## src/design/dltq_pkg.sv

```systemverilog
// ----------------------------------------------------------------------------
// dltq_pkg: shared types and constants for the delta-list timer queue
// Action and result codes, sequencer state codes, fixed field widths.
// ----------------------------------------------------------------------------
package dltq_pkg;

  localparam int unsigned SLOTS_DEFAULT = 16;
  localparam int unsigned FIRE_LIMIT    = 64;
  localparam int unsigned TW            = 32;

  localparam logic [1:0] ACT_INSERT = 2'd0;
  localparam logic [1:0] ACT_CANCEL = 2'd1;
  localparam logic [1:0] ACT_UPDATE = 2'd2;

  localparam logic [1:0] KIND_INSERTED = 2'd0;
  localparam logic [1:0] KIND_FULL     = 2'd1;
  localparam logic [1:0] KIND_FIRED    = 2'd2;

  // sequencer states
  localparam logic [3:0] ST_IDLE    = 4'd0;
  localparam logic [3:0] ST_LRD     = 4'd1;  // link walk: read entry
  localparam logic [3:0] ST_LCMP    = 4'd2;  // link walk: compare/subtract
  localparam logic [3:0] ST_LDONE   = 4'd3;  // link walk: fix successor
  localparam logic [3:0] ST_CRD     = 4'd4;  // cancel walk: read entry
  localparam logic [3:0] ST_CCHK    = 4'd5;
  localparam logic [3:0] ST_CADD    = 4'd6;  // cancel: add delta to successor
  localparam logic [3:0] ST_URD     = 4'd7;  // update: read head
  localparam logic [3:0] ST_UCMP    = 4'd8;
  localparam logic [3:0] ST_UPER    = 4'd9;  // update: read period of fired id
  localparam logic [3:0] ST_UEND    = 4'd10;

  // one shared unit operation
  typedef struct packed {
    logic            sub;  // 1: a - b, 0: a + b
    logic [TW-1:0]   a;
    logic [TW-1:0]   b;
  } alu_req_t;

  typedef struct packed {
    logic [TW-1:0] sum;
    logic          ge;   // a >= b
    logic          cout; // carry of add
  } alu_rsp_t;

endpackage

```

## src/design/delta_list_timer_queue_top.sv

```systemverilog
// ----------------------------------------------------------------------------
// delta_list_timer_queue_top: timer pool kept as a delta-sorted linked list
// Insert, cancel and update items share one sequencer and mostly one adder.
// ----------------------------------------------------------------------------
// Usage:
//   Pulse start with action/delay/period/timer_id/current_time while busy is
//   low; it is taken at that edge; busy rises unless a cancel's id is unused.
//   Results come out on kind/timer_id_res/last, each marked by a one-cycle
//   strobe; the receiver cannot stall, so every result is taken when shown.
//   Insert: one result (inserted id or pool full). Cancel: no result.
//   Update: one fire result per due timer, at most 64, last set on the final.
// Walk:
//   The list walk visits one entry of the slot memories at a time, through a
//   read state and a compare or check state; an update also walks the list
//   to re-insert each periodic timer that fires. One item at a time: no new
//   item is taken while busy is high.
// Reset:
//   rst clears the free mask (all free), head (empty), last time and carry.
//   The slot memories are not cleared: they are written before being read.
// ----------------------------------------------------------------------------
module delta_list_timer_queue_top #(
  parameter int unsigned TIMER_SLOTS = dltq_pkg::SLOTS_DEFAULT
) (
  input  logic        clk,
  input  logic        rst,
  input  logic        start,
  output logic        busy,
  input  logic [1:0]  action,
  input  logic [31:0] delay,
  input  logic [31:0] period,
  input  logic [5:0]  timer_id,
  input  logic [31:0] current_time,
  output logic        strobe,
  output logic [1:0]  kind,
  output logic [4:0]  timer_id_res,
  output logic        last
);
  localparam int unsigned IW = (TIMER_SLOTS > 1) ? $clog2(TIMER_SLOTS) : 1;
  localparam int unsigned GW = $clog2(TIMER_SLOTS + 1);
  localparam int unsigned TW = dltq_pkg::TW;

  // slot memories; link entry {none, id}
  logic [IW:0]   link_mem  [TIMER_SLOTS];
  logic [TW-1:0] delta_mem [TIMER_SLOTS];
  logic [TW-1:0] per_mem   [TIMER_SLOTS];

  logic [TIMER_SLOTS-1:0] free_mask;
  logic [IW:0]   list_head;          // MSB set: empty
  logic [TW-1:0] last_seen_time;
  logic [TW-1:0] carried_elapsed;

  logic [3:0]    state;
  logic [IW:0]   prev, curr;         // MSB set: none
  logic [IW-1:0] id;
  logic [TW-1:0] remaining;          // link walk remainder / update elapsed
  logic [TW-1:0] rd_delta;
  logic [IW:0]   rd_link;
  logic [TW-1:0] rd_per;
  logic [GW-1:0] guard;
  logic [6:0]    nfire;
  logic          in_update;
  logic [TW-1:0] b_arg;

  // pending result register
  logic          strobe_r;
  logic [1:0]    kind_r;
  logic [4:0]    tid_r;
  logic          last_r;

  dltq_pkg::alu_req_t areq;
  dltq_pkg::alu_rsp_t arsp;
  dltq_alu u_alu (.req(areq), .rsp(arsp));

  logic [IW-1:0] rd_addr;
  always_comb begin
    rd_addr = curr[IW-1:0];
    if (state == dltq_pkg::ST_UPER) rd_addr = id;
  end

  // registered memory read
  always_ff @(posedge clk) begin
    rd_delta <= delta_mem[rd_addr];
    rd_link  <= link_mem[rd_addr];
    rd_per   <= per_mem[rd_addr];
  end

  // lowest free slot
  logic [IW-1:0] free_idx;
  logic          any_free;
  always_comb begin
    free_idx = '0;
    any_free = 1'b0;
    for (int i = TIMER_SLOTS - 1; i >= 0; i--) begin
      if (free_mask[i]) begin
        free_idx = IW'(i);
        any_free = 1'b1;
      end
    end
  end

  // shared adder operand selection
  always_comb begin
    areq.sub = 1'b1;
    areq.a   = remaining;
    areq.b   = rd_delta;
    case (state)
      dltq_pkg::ST_IDLE: begin
        areq.sub = 1'b1;
        areq.a   = current_time;
        areq.b   = last_seen_time;
      end
      dltq_pkg::ST_URD: begin
        areq.sub = 1'b0;
        areq.a   = carried_elapsed;
        areq.b   = b_arg;
      end
      dltq_pkg::ST_LDONE: begin
        areq.sub = 1'b1;
        areq.a   = rd_delta;
        areq.b   = remaining;
      end
      dltq_pkg::ST_CADD: begin
        areq.sub = 1'b0;
        areq.a   = rd_delta;
        areq.b   = b_arg;
      end
      default: begin
        areq.sub = 1'b1;
        areq.a   = remaining;
        areq.b   = rd_delta;
      end
    endcase
  end

  logic        first_upd;   // update: elapsed not yet formed
  logic        link_none;
  assign link_none = curr[IW];

  // head is due and the fire budget is not spent
  logic        fire_ok;
  assign fire_ok = !list_head[IW] && nfire != 7'(dltq_pkg::FIRE_LIMIT) && arsp.ge &&
                   curr == list_head;

  // a result is registered at the end of this cycle
  logic        res_go;
  always_comb begin
    res_go = 1'b0;
    case (state)
      dltq_pkg::ST_IDLE:  res_go = start && !busy && action == dltq_pkg::ACT_INSERT &&
                                   !any_free;
      dltq_pkg::ST_LDONE: res_go = !in_update;
      dltq_pkg::ST_UCMP:  res_go = fire_ok;
      default:            res_go = 1'b0;
    endcase
  end

  always_ff @(posedge clk) begin
    if (rst) begin
      strobe_r <= 1'b0;
    end else begin
      strobe_r <= res_go;
    end
  end

  always_ff @(posedge clk) begin
    if (rst) begin
      state           <= dltq_pkg::ST_IDLE;
      free_mask       <= '1;
      list_head       <= {1'b1, {IW{1'b0}}};
      last_seen_time  <= '0;
      carried_elapsed <= '0;
      first_upd       <= 1'b0;
      in_update       <= 1'b0;
      nfire           <= '0;
    end else begin
      case (state)
        dltq_pkg::ST_IDLE: begin
          if (start && !busy) begin
            in_update <= (action == dltq_pkg::ACT_UPDATE);
            case (action)
              dltq_pkg::ACT_INSERT: begin
                if (!any_free) begin
                  kind_r   <= dltq_pkg::KIND_FULL;
                  tid_r    <= '0;
                  last_r   <= 1'b1;
                end else begin
                  free_mask[free_idx] <= 1'b0;
                  per_mem[free_idx]   <= period;
                  id        <= free_idx;
                  remaining <= delay;
                  prev      <= {1'b1, {IW{1'b0}}};
                  curr      <= list_head;
                  guard     <= '0;
                  state     <= dltq_pkg::ST_LRD;
                end
              end
              dltq_pkg::ACT_CANCEL: begin
                if (timer_id < 6'(TIMER_SLOTS) && !free_mask[timer_id[IW-1:0]]) begin
                  id    <= timer_id[IW-1:0];
                  prev  <= {1'b1, {IW{1'b0}}};
                  curr  <= list_head;
                  guard <= '0;
                  state <= dltq_pkg::ST_CRD;
                end
              end
              dltq_pkg::ACT_UPDATE: begin
                b_arg          <= arsp.sum;
                last_seen_time <= current_time;
                nfire          <= '0;
                first_upd      <= 1'b1;
                curr           <= list_head;
                state          <= dltq_pkg::ST_URD;
              end
              default: ;
            endcase
          end
        end

        // ---------------- link walk (insert and periodic re-insert)
        dltq_pkg::ST_LRD: begin
          if (link_none || guard == GW'(TIMER_SLOTS)) begin
            state <= dltq_pkg::ST_LDONE;
          end else begin
            state <= dltq_pkg::ST_LCMP;
          end
        end
        dltq_pkg::ST_LCMP: begin
          if (arsp.ge) begin
            remaining <= arsp.sum;
            prev      <= curr;
            curr      <= rd_link;
            guard     <= guard + GW'(1);
            state     <= dltq_pkg::ST_LRD;
          end else begin
            state <= dltq_pkg::ST_LDONE;
          end
        end
        dltq_pkg::ST_LDONE: begin
          delta_mem[id] <= remaining;
          link_mem[id]  <= curr;
          if (prev[IW]) list_head <= {1'b0, id};
          else link_mem[prev[IW-1:0]] <= {1'b0, id};
          if (!link_none) delta_mem[curr[IW-1:0]] <= arsp.sum;
          if (in_update) begin
            remaining <= b_arg;   // restore elapsed
            curr      <= prev[IW] ? {1'b0, id} : list_head;
            state     <= dltq_pkg::ST_URD;
          end else begin
            kind_r   <= dltq_pkg::KIND_INSERTED;
            tid_r    <= 5'(id);
            last_r   <= 1'b1;
            state    <= dltq_pkg::ST_IDLE;
          end
        end

        // ---------------- cancel walk
        dltq_pkg::ST_CRD: begin
          if (link_none || guard == GW'(TIMER_SLOTS)) begin
            state <= dltq_pkg::ST_IDLE;
          end else if (curr[IW-1:0] == id) begin
            state <= dltq_pkg::ST_CCHK;
          end else begin
            state <= dltq_pkg::ST_CCHK;
          end
        end
        dltq_pkg::ST_CCHK: begin
          if (curr[IW-1:0] == id) begin
            if (prev[IW]) list_head <= rd_link;
            else link_mem[prev[IW-1:0]] <= rd_link;
            free_mask[id] <= 1'b1;
            b_arg         <= rd_delta;
            if (rd_link[IW]) begin
              state <= dltq_pkg::ST_IDLE;
            end else begin
              curr  <= rd_link;
              guard <= '0;
              state <= dltq_pkg::ST_CADD;
            end
          end else begin
            prev  <= curr;
            curr  <= rd_link;
            guard <= guard + GW'(1);
            state <= dltq_pkg::ST_CRD;
          end
        end
        dltq_pkg::ST_CADD: begin
          // rd_delta holds the successor's delta once its registered read returns
          if (guard[0] == 1'b0) begin
            guard <= '1;
          end else begin
            delta_mem[curr[IW-1:0]] <= arsp.sum;
            state <= dltq_pkg::ST_IDLE;
          end
        end

        // ---------------- update
        dltq_pkg::ST_URD: begin
          if (first_upd) begin
            remaining <= arsp.cout ? '1 : arsp.sum;
            first_upd <= 1'b0;
          end
          curr  <= list_head;
          state <= dltq_pkg::ST_UCMP;
        end
        dltq_pkg::ST_UCMP: begin
          // rd_delta is head's delta (curr set before this state)
          if (list_head[IW]) begin
            carried_elapsed <= '0;
            state <= dltq_pkg::ST_UEND;
          end else if (fire_ok) begin
            id        <= list_head[IW-1:0];
            remaining <= arsp.sum;
            list_head <= rd_link;
            kind_r    <= dltq_pkg::KIND_FIRED;
            tid_r     <= 5'(list_head[IW-1:0]);
            last_r    <= 1'b0;
            nfire     <= nfire + 7'd1;
            state     <= dltq_pkg::ST_UPER;
          end else if (curr != list_head) begin
            curr <= list_head;
          end else if (!arsp.ge) begin
            delta_mem[list_head[IW-1:0]] <= rd_delta - remaining;
            carried_elapsed <= '0;
            state <= dltq_pkg::ST_UEND;
          end else begin
            carried_elapsed <= remaining;
            state <= dltq_pkg::ST_UEND;
          end
        end
        dltq_pkg::ST_UPER: begin
          if (rd_per != '0 || per_mem[id] != '0) begin
            b_arg     <= remaining;
            remaining <= per_mem[id];
            prev      <= {1'b1, {IW{1'b0}}};
            curr      <= list_head;
            guard     <= '0;
            state     <= dltq_pkg::ST_LRD;
          end else begin
            free_mask[id] <= 1'b1;
            curr  <= list_head;
            state <= dltq_pkg::ST_URD;
          end
        end
        dltq_pkg::ST_UEND: begin
          state <= dltq_pkg::ST_IDLE;
        end
        default: state <= dltq_pkg::ST_IDLE;
      endcase
    end
  end

  // the final fire of an update is flagged when the sequencer finds no more
  logic          hold_v;
  logic [4:0]    hold_id;
  always_ff @(posedge clk) begin
    if (rst) begin
      hold_v <= 1'b0;
    end else if (strobe_r && kind_r == dltq_pkg::KIND_FIRED) begin
      hold_v  <= 1'b1;
      hold_id <= tid_r;
    end else if (state == dltq_pkg::ST_IDLE) begin
      hold_v <= 1'b0;
    end
  end

  // each fire is held back, shown when the next fire or the end is known
  logic fire_now, end_now;
  assign fire_now = strobe_r && kind_r == dltq_pkg::KIND_FIRED && hold_v;
  assign end_now  = state == dltq_pkg::ST_IDLE && hold_v;

  always_comb begin
    strobe       = 1'b0;
    kind         = kind_r;
    timer_id_res = tid_r;
    last         = last_r;
    if (fire_now || end_now) begin
      strobe       = 1'b1;
      kind         = dltq_pkg::KIND_FIRED;
      timer_id_res = hold_id;
      last         = end_now;
    end else if (strobe_r && kind_r != dltq_pkg::KIND_FIRED) begin
      strobe = 1'b1;
    end
  end

  assign busy = (state != dltq_pkg::ST_IDLE) || hold_v || strobe_r;

  // ---------------- checks
  a_no_start_busy: assert property (@(posedge clk) disable iff (rst)
    (state != dltq_pkg::ST_IDLE) |-> busy) else $error("busy low mid item");
  a_last_ends: assert property (@(posedge clk) disable iff (rst)
    (strobe && last) |=> !hold_v) else $error("fire held after last");
  a_nfire: assert property (@(posedge clk) disable iff (rst)
    nfire <= 7'(dltq_pkg::FIRE_LIMIT)) else $error("fire limit exceeded");
endmodule

```

## src/design/dltq_alu.sv

```systemverilog
// ----------------------------------------------------------------------------
// dltq_alu: shared 32-bit add/subtract/compare unit
// One adder serves most delta updates, every compare and carry saturation.
// ----------------------------------------------------------------------------
module dltq_alu (
  input  dltq_pkg::alu_req_t req,
  output dltq_pkg::alu_rsp_t rsp
);
  logic [dltq_pkg::TW:0] s;
  always_comb begin
    if (req.sub) begin
      s = {1'b0, req.a} + {1'b0, ~req.b} + {{dltq_pkg::TW{1'b0}}, 1'b1};
    end else begin
      s = {1'b0, req.a} + {1'b0, req.b};
    end
    rsp.sum  = s[dltq_pkg::TW-1:0];
    rsp.cout = s[dltq_pkg::TW] & ~req.sub;
    rsp.ge   = s[dltq_pkg::TW] & req.sub;
  end
endmodule
```

## config.mk

```make
export PLATFORM = sky130hd
export DESIGN_NAME = delta_list_timer_queue_top
export DESIGN_NICKNAME = d
export VERILOG_FILES = /design/src/design/dltq_pkg.sv /design/src/design/delta_list_timer_queue_top.sv /design/src/design/dltq_alu.sv
export SDC_FILE = /design/constraint.sdc
export NUM_CORES = 2
export LEC_CHECK = 0
export ABC_AREA = 1
export BUFFER_PORTS_ARGS = -buffer_cell sky130_fd_sc_hd__buf_2
export CORE_MARGIN = 2
export CORE_UTILIZATION = 34
export CTS_CLUSTER_DIAMETER = 120
export DETAILED_ROUTE_END_ITERATION = 7
export PLACE_DENSITY = 0.51
export SYNTH_ARGS = -nofsm -noshare
export SYNTH_HDL_FRONTEND = slang
export SYNTH_SLANG_ARGS = --single-unit
```

## constraint.sdc

```tcl
create_clock -name clk -period 9.7 [get_ports clk]
set_input_delay 0.97 -clock clk [delete_from_list [all_inputs] [get_ports clk]]
set_output_delay 0.97 -clock clk [all_outputs]
set_load 0.1 [all_outputs]
```

== Yosys cells after proc, flatten, opt, wreduce, memory -nomap -nowiden ==
Memory sizes are Yosys's and may differ from the RTL's. A register that Yosys moved wholly into a read port is not among the register bits.
Index checks and enable logic that the tools add are counted.
Storage, ports and cells
  register bits after elaboration: 196
  bits in latches: 0
  RAM bits: 1104
  bits in read-only memories: 0
  input bits: 107
  output and inout bits: 10
  logic and storage cells: 352
  memories: 3
Cells by class
  add/subtract/negate cells: 6
  $mul: 0
  div/mod/pow operators: 0
  $lt $le $gt $ge: 6
  eq/ne operators: 46
  shift-type cells: 0
  multiplexer cells: 201
  bitwise gates (word level): 10
  reductions and logical operators: 58
Memory list
  delta_mem: depth 16, width 32, rd ports 1, clocked after Yosys merged registers in 1, write ports 2, line delta_list_timer_queue_top.sv:44  | logic [TW-1:0] delta_mem [TIMER_SLOTS];
  per_mem: depth 16, width 32, rd ports 2, clocked after Yosys merged registers in 2, write ports 1, line delta_list_timer_queue_top.sv:45  | logic [TW-1:0] per_mem [TIMER_SLOTS];
  link_mem: depth 16, width 5, rd ports 1, clocked after Yosys merged registers in 1, write ports 2, line delta_list_timer_queue_top.sv:43  | logic [IW:0] link_mem [TIMER_SLOTS];
Operators with widths (number)
  32-bit two-way mux: 20
  65-bit one-hot mux with 4 select lines: 1
  32-bit one-hot mux with 6 select lines: 1
  5-bit two-way mux: 37
  4-bit two-way mux: 32
  32-bit one-hot mux with 3 select lines: 1
  16-bit two-way mux: 5
  32-bit by 32-bit adder with 33-bit output: 2
  1-bit two-way mux: 66
  32-bit nonzero test: 2
  16-bit one-hot mux with 3 select lines: 1
  5-bit one-hot mux with 3 select lines: 3
  2-bit != test (second input constant): 22
  4-bit one-hot mux with 10 select lines: 1
  33-bit by 1-bit adder with 33-bit output (second input constant): 1
  33-bit two-way mux: 1
  32-bit NOT: 1
  32-bit OR reduction: 1
  32-bit subtractor: 1
  5-bit one-hot mux with 6 select lines: 1
  7-bit two-way mux: 4
  5-bit one-hot mux with 5 select lines: 1
  5-bit one-hot mux with 2 select lines: 2
  5-bit one-hot mux with 4 select lines: 1
  other kinds (57): 119

== Logic depth before layout (Yosys ltp) ==
  depth after elaboration: 26
  gate-level depth with buffers: 33
  mapped depth without buffers: 28

== Modules after synthesis ==
A second synthesis with hierarchy kept.
Second synthesis, totals
  cells, all modules: 9171
  area total of the unflattened synthesis: 76271.9 um^2
By module, submodules not included
  delta_list_timer_queue_top: instances 1, cells an instance 8027, area an instance 70722.8 um^2, seq. area each 39437.8 um^2
  dltq_alu: instances 1, cells an instance 1144, area an instance 5549.1 um^2, seq. area each 0.0 um^2

== Worst setup path after synthesis ==
No wires, ideal clock.
  kind: reg2reg
  start: reg state[2]
  end: reg remaining[0] (enable)
  setup time: 0.502 ns
  arrival time: 6.911 ns
  data required time: 9.198 ns
  setup slack: 2.288 ns
  cell stages (with the launch flop): 27
  buffers on the path: 6
  period minus slack after synthesis: 7.412 ns
  cell sequence: dfxtp_1 > nand3_2 > buf_6 > inv_2 > clkbuf_1 > clkbuf_1 > buf_1 > buf_1 > a211oi_1 > a21oi_1 > ha_1 > clkbuf_1 > nor2_1 > inv_1 > nor2_1 > inv_1 > o21ai_0 > inv_1 > nand2_1 > nand2_1 > nand2_2 > nand2_2 > nand2_4 > nand3_2 > nand2_2 > nand3_1 > nor4_1
On the way
  longest elaborated chain between the ends: 11
  elaborated cells between the ends (all ways): 32
  classes of those cells: add/sub (3); eq/ne (15); mux (2); bitwise (2); reduce/logical (10)
RTL lines
  start, declared: line delta_list_timer_queue_top.sv:52  | logic [3:0] state;
  start signal, assigned: line delta_list_timer_queue_top.sv:167  | state <= dltq_pkg::ST_IDLE;
  start signal, assigned: line delta_list_timer_queue_top.sv:194  | state <= dltq_pkg::ST_LRD;
  start signal, assigned: line delta_list_timer_queue_top.sv:203  | state <= dltq_pkg::ST_CRD;
  4-bit by 3-bit == test with 1-bit output, or another cell as far along: line delta_list_timer_queue_top.sv:106  | case (state)
  65-bit one-hot mux with 4 select lines: line delta_list_timer_queue_top.sv:106
  32-bit NOT: line dltq_alu.sv:12  | s = {1'b0, req.a} + {1'b0, ~req.b} + {{dltq_pkg::TW{1'b0}}, 1'b1};
  32-bit by 32-bit adder with 33-bit output: line dltq_alu.sv:12
  33-bit by 1-bit adder with 33-bit output: line dltq_alu.sv:12
  33-bit two-way mux: line dltq_alu.sv:11  | if (req.sub) begin
  1-bit bitwise AND: line dltq_alu.sv:18  | rsp.ge = s[dltq_pkg::TW] & req.sub;
  1-bit logical AND (2 in a row): line delta_list_timer_queue_top.sv:141  | assign fire_ok = !list_head[IW] && nfire != 7'(dltq_pkg::FIRE_LIMIT) && arsp.ge &&
  2-bit != test (no source line)
  11-bit AND reduction (no source line) (*)
  end signal, assigned: line delta_list_timer_queue_top.sv:190  | remaining <= delay;
  end signal, assigned: line delta_list_timer_queue_top.sv:229  | remaining <= arsp.sum;
  end signal, assigned: line delta_list_timer_queue_top.sv:245  | remaining <= b_arg;
  end, declared: line delta_list_timer_queue_top.sv:55  | logic [TW-1:0] remaining;
Every way passes the cells marked *; elsewhere a longest branch is shown, timed or not.
A chain may end at the register's enable or synchronous reset.

==> flow_metrics.py <==
metrics = {
    "status": {
        "status": "completed",
    },
    "setup_path": {
        "cp_max_fo": 51,
        "arrival_ps": 7610,
        "critical_path_required_ps": 10140,
        "r2r_setup_slack_ps": 2530,
        "reg2regPathDepth": 25,
        "crit_path_top_delay_cell": "o21ai_4",
        "cp_num_cells": 25,
        "crit_path_end_kind": "register",
        "cpLargestDelayFamily": "buffers and inverters",
        "worstSetupStartpointType": "register",
        "crit_buf_inv": 7,
        "critical_path.max_stage_delay_ps": 770,
        "crit_type": "register to register",
    },
    "timing": {
        "timing.final.max_slew_violations": 0,
        "max_freq_mhz": 139.6,
        "setup_ws_ps": 2534,
        "fin_tns_setup_ps": 0,
        "finClkSkew_ps": 66.79,
        "rsz0062_at_grt": "no",
        "slew_headroom": 0.1523,
        "layout_min_cycle_time_ps": 7166,
        "finalHoldViolations": 0,
        "period_share": 0.7387,
        "tightestPinTransition_ps": 1272,
        "finalSetupViolations": 0,
    },
    "route": {
        "drt-initial-drc-count": 7493,
        "wl_per_cell_um": 27.21,
        "drcViolationCount": 0,
        "totalWireLength_mm": 307.5,
        "drt_pass1_iterations": 6,
        "postRouteAntennaNets": 0,
        "via_per_inst": 5.828,
        "route.vias.total": 65860,
    },
    "floorplan": {
        "pin_count": 117,
        "die_y_um": 470.3,
        "start_util": 0.3411,
        "die_area_sq_um": 221200,
        "die_w_um": 470.3,
        "fp.coreArea_sq_um": 216700,
        "rows": 171,
    },
    "logic_synthesis": {
        "synth_fa_ha_area_frac": 0.01770,
        "syn_inst": 8546,
        "synthTopCellsByArea": "edfxtp_1 49%, o21ai_0 9.4%, nand2_1 7.9%",
        "synth_edf_count": 1198,
        "async_reset_ff_frac": 0,
        "yosysTopAreaCellShare": 0.4866,
        "yosys.area.top_type": "edfxtp_1",
        "synth_compound_area_frac": 0.2101,
        "synth_seq_cells": 1371,
        "yosys-mux-area-fraction": 0,
        "avgSynthCellArea_sq_um": 8.651,
        "synth_top_family_by_area": "compound AO/OA/AOI/OAI gates",
        "ys_top_cells_by_count": "1554 x nand2_1, 1391 x o21ai_0, 1198 x edfxtp_1",
        "syn-num-nets": 8757,
        "synth_xor_area_frac": 0.005331,
        "synth_most_common_cell": "nand2_1",
        "ys_warn_count": 0,
        "ys_types": 59,
        "synth_ff_type": "edfxtp_1",
        "synth_simple_gate_area_frac": 0.1690,
        "synth-seq-area-share": 0.5334,
        "synth_area_sq_um": 73930,
    },
    "power": {
        "peakVddDrop_v": 0.0002027,
        "p_comb_frac": 0.381,
        "internal_power_uw": 11850,
        "p_leak_uw": 0.02931,
        "powerDensity_nw_per_um2": 253.5,
        "seqPwrFrac": 0.332,
        "clkPwrFrac": 0.286,
        "sw_frac_of_total": 0.4318,
        "p_sw_uw": 9004,
    },
    "global_routing": {
        "grt_pass1_vias": 61630,
        "grt-ovfl-total": 0,
        "grt_start_max_net_pins": 182,
        "grt_use_total": 0.2688,
        "antenna_found_initial": 27,
        "grt_pass1_wl_mm": 439.9,
    },
    "finish": {
        "stdcell_count": 11300,
        "nets": 8519,
        "syn_to_final_growth_pct": 11.26,
        "drive_above_1_share": 0.07500,
        "fillCellCount": 21730,
    },
    "placed_design": {
        "io_buffer_count": 115,
        "post-place-ws_ps": 2762,
        "dp_cells": 11000,
        "dpl.hpwl_mm": 194.8,
        "gp_congestion": 0.9676,
    },
    "clock_network": {
        "clock-sinks": 1371,
        "post_cts_buffers": 0,
        "cts_buffers": 159,
        "cts_tree": "done",
        "hold_buffers": 0,
        "htreeDepth": 4,
        "clk_latency_ps": 840,
        "clockBufferDepth": 3,
        "clockRootBuffer": "clkbuf_16",
        "cts_resized": 0,
        "clkSlewWorstSetupHoldPaths_ps": 60,
    },
    "worst_hold_path": {
        "hold_path_depth": 0,
        "hold_class": "register to register",
    },
    "flow_run": {
        "max-cap-violations": 0,
    },
}
==> placed cells by master, fill, tap and decap left out, types with 16 or more instances in the layout <==
master,count
clkbuf_1,57
edfxtp_1,1198
clkbuf_16,161
a31oi_1,29
nand2_1,1549
nor2_4,23
o311ai_0,39
o22ai_1,103
o221ai_1,285
xnor2_1,18
clkbuf_8,16
ha_1,103
a211oi_1,25
o21ai_0,1390
o211ai_1,118
nor2_1,1119
clkinv_1,31
o2111ai_1,35
nor2_2,18
nor3_1,42
buf_4,143
buf_2,115
o21ai_4,16
o21ai_2,27
nand4_1,31
dfxtp_1,169
nor4_1,19
nand3_1,281
o21ai_1,229
a221oi_1,19
xor2_1,25
a21oi_1,299
inv_1,535
==> final timing paths <==
check / end / startpoint
worst max-delay path: delta_mem[6][15]$_DFFE_PP_ / state[2]$_SDFFE_PP0P_
worst max register to register: delta_mem[6][15]$_DFFE_PP_ / state[2]$_SDFFE_PP0P_
worst min-delay path: hold_id[3]$_DFFE_PP_ / tid_r[3]$_DFFE_PP_
worst min register to register: hold_id[3]$_DFFE_PP_ / tid_r[3]$_DFFE_PP_
==> power groups by stage <==
| stage | sequential, uW | clock (uW) | combinational, uW |
|---|---|---|---|
| floorplan | 6910 | 0 | 4670 |
| global placement | 7050 | 0 | 7760 |
| detailed placement | 7050 | 0 | 7770 |
| CTS | 6920 | 6040 | 7800 |
| global route | 6930 | 6300 | 8510 |
| finish | 6930 | 5970 | 7950 |
==> metal layers <==
| metal | global-route usage | share of wire | routed length [um] | up-vias |
|---|---|---|---|---|
| met4 | 0.1181 | 0.047 | 14480 | 22 |
| met2 | 0.4305 | 0.46 | 140900 | 3300 |
| met1 | 0.3539 | 0.41 | 127100 | 32120 |
| met5 | 0 | 0.00051 | 156 | - |
| li1 | - | - | - | 29700 |
| met3 | 0.05008 | 0.081 | 24910 | 723 |
==> per-stage QoR <==
step | utilization | hold WS [ps] | area [sq um] | total power, uW
floorplan | - | 426.8 | 73930 | 11580
global placement | 0.3557 | 435.0 | 77100 | 14810
detailed placement | 0.3557 | 434.0 | 77100 | 14820
CTS | 0.3795 | 413.1 | 82240 | 20770
global route | 0.3795 | 449.8 | 82250 | 21740
finish | 0.3795 | 448.6 | 82260 | 20850
==> sequential cells by signal, summed over array words and instances, names as in the netlist, 7 cells and up, named ones only <==
signal           cells
delta_mem          512
per_mem            512
link_mem            80
b_arg               32
carried_elapsed     32
last_seen_time      32
rd_delta            32
rd_per              32
remaining           32
free_mask           16
nfire                7
==> cells by family (layout without fill, tap and decap cells) <==
kind of cell               Yosys count  count (layout)
xor gates and xnor gates            45              45
AOI/OAI and AO/OA                 2665            2665
DFF                               1371            1371
adders and majority gates          104             104
and+or+nand+nor                   3135            3135
other                                1               8
buffers and inverters             1225            1119
==> area by class of cell <==
type / count / area (sq um) / area share
flip-flops and latches: 1371 / 39450 / 0.4796
well taps: 2854 / 3571 / 0.04341
clock buffers: 234 / 4463 / 0.05426
multi-input cells: 5950 / 30170 / 0.3668
inverters: 562 / 2142 / 0.02604
diodes: 7 / 17.52 / 0.0002129
clock inverters: 59 / 678.2 / 0.008244
repair buffers: 264 / 1769 / 0.02151
Note: power is estimated with default switching activity, not from simulation.
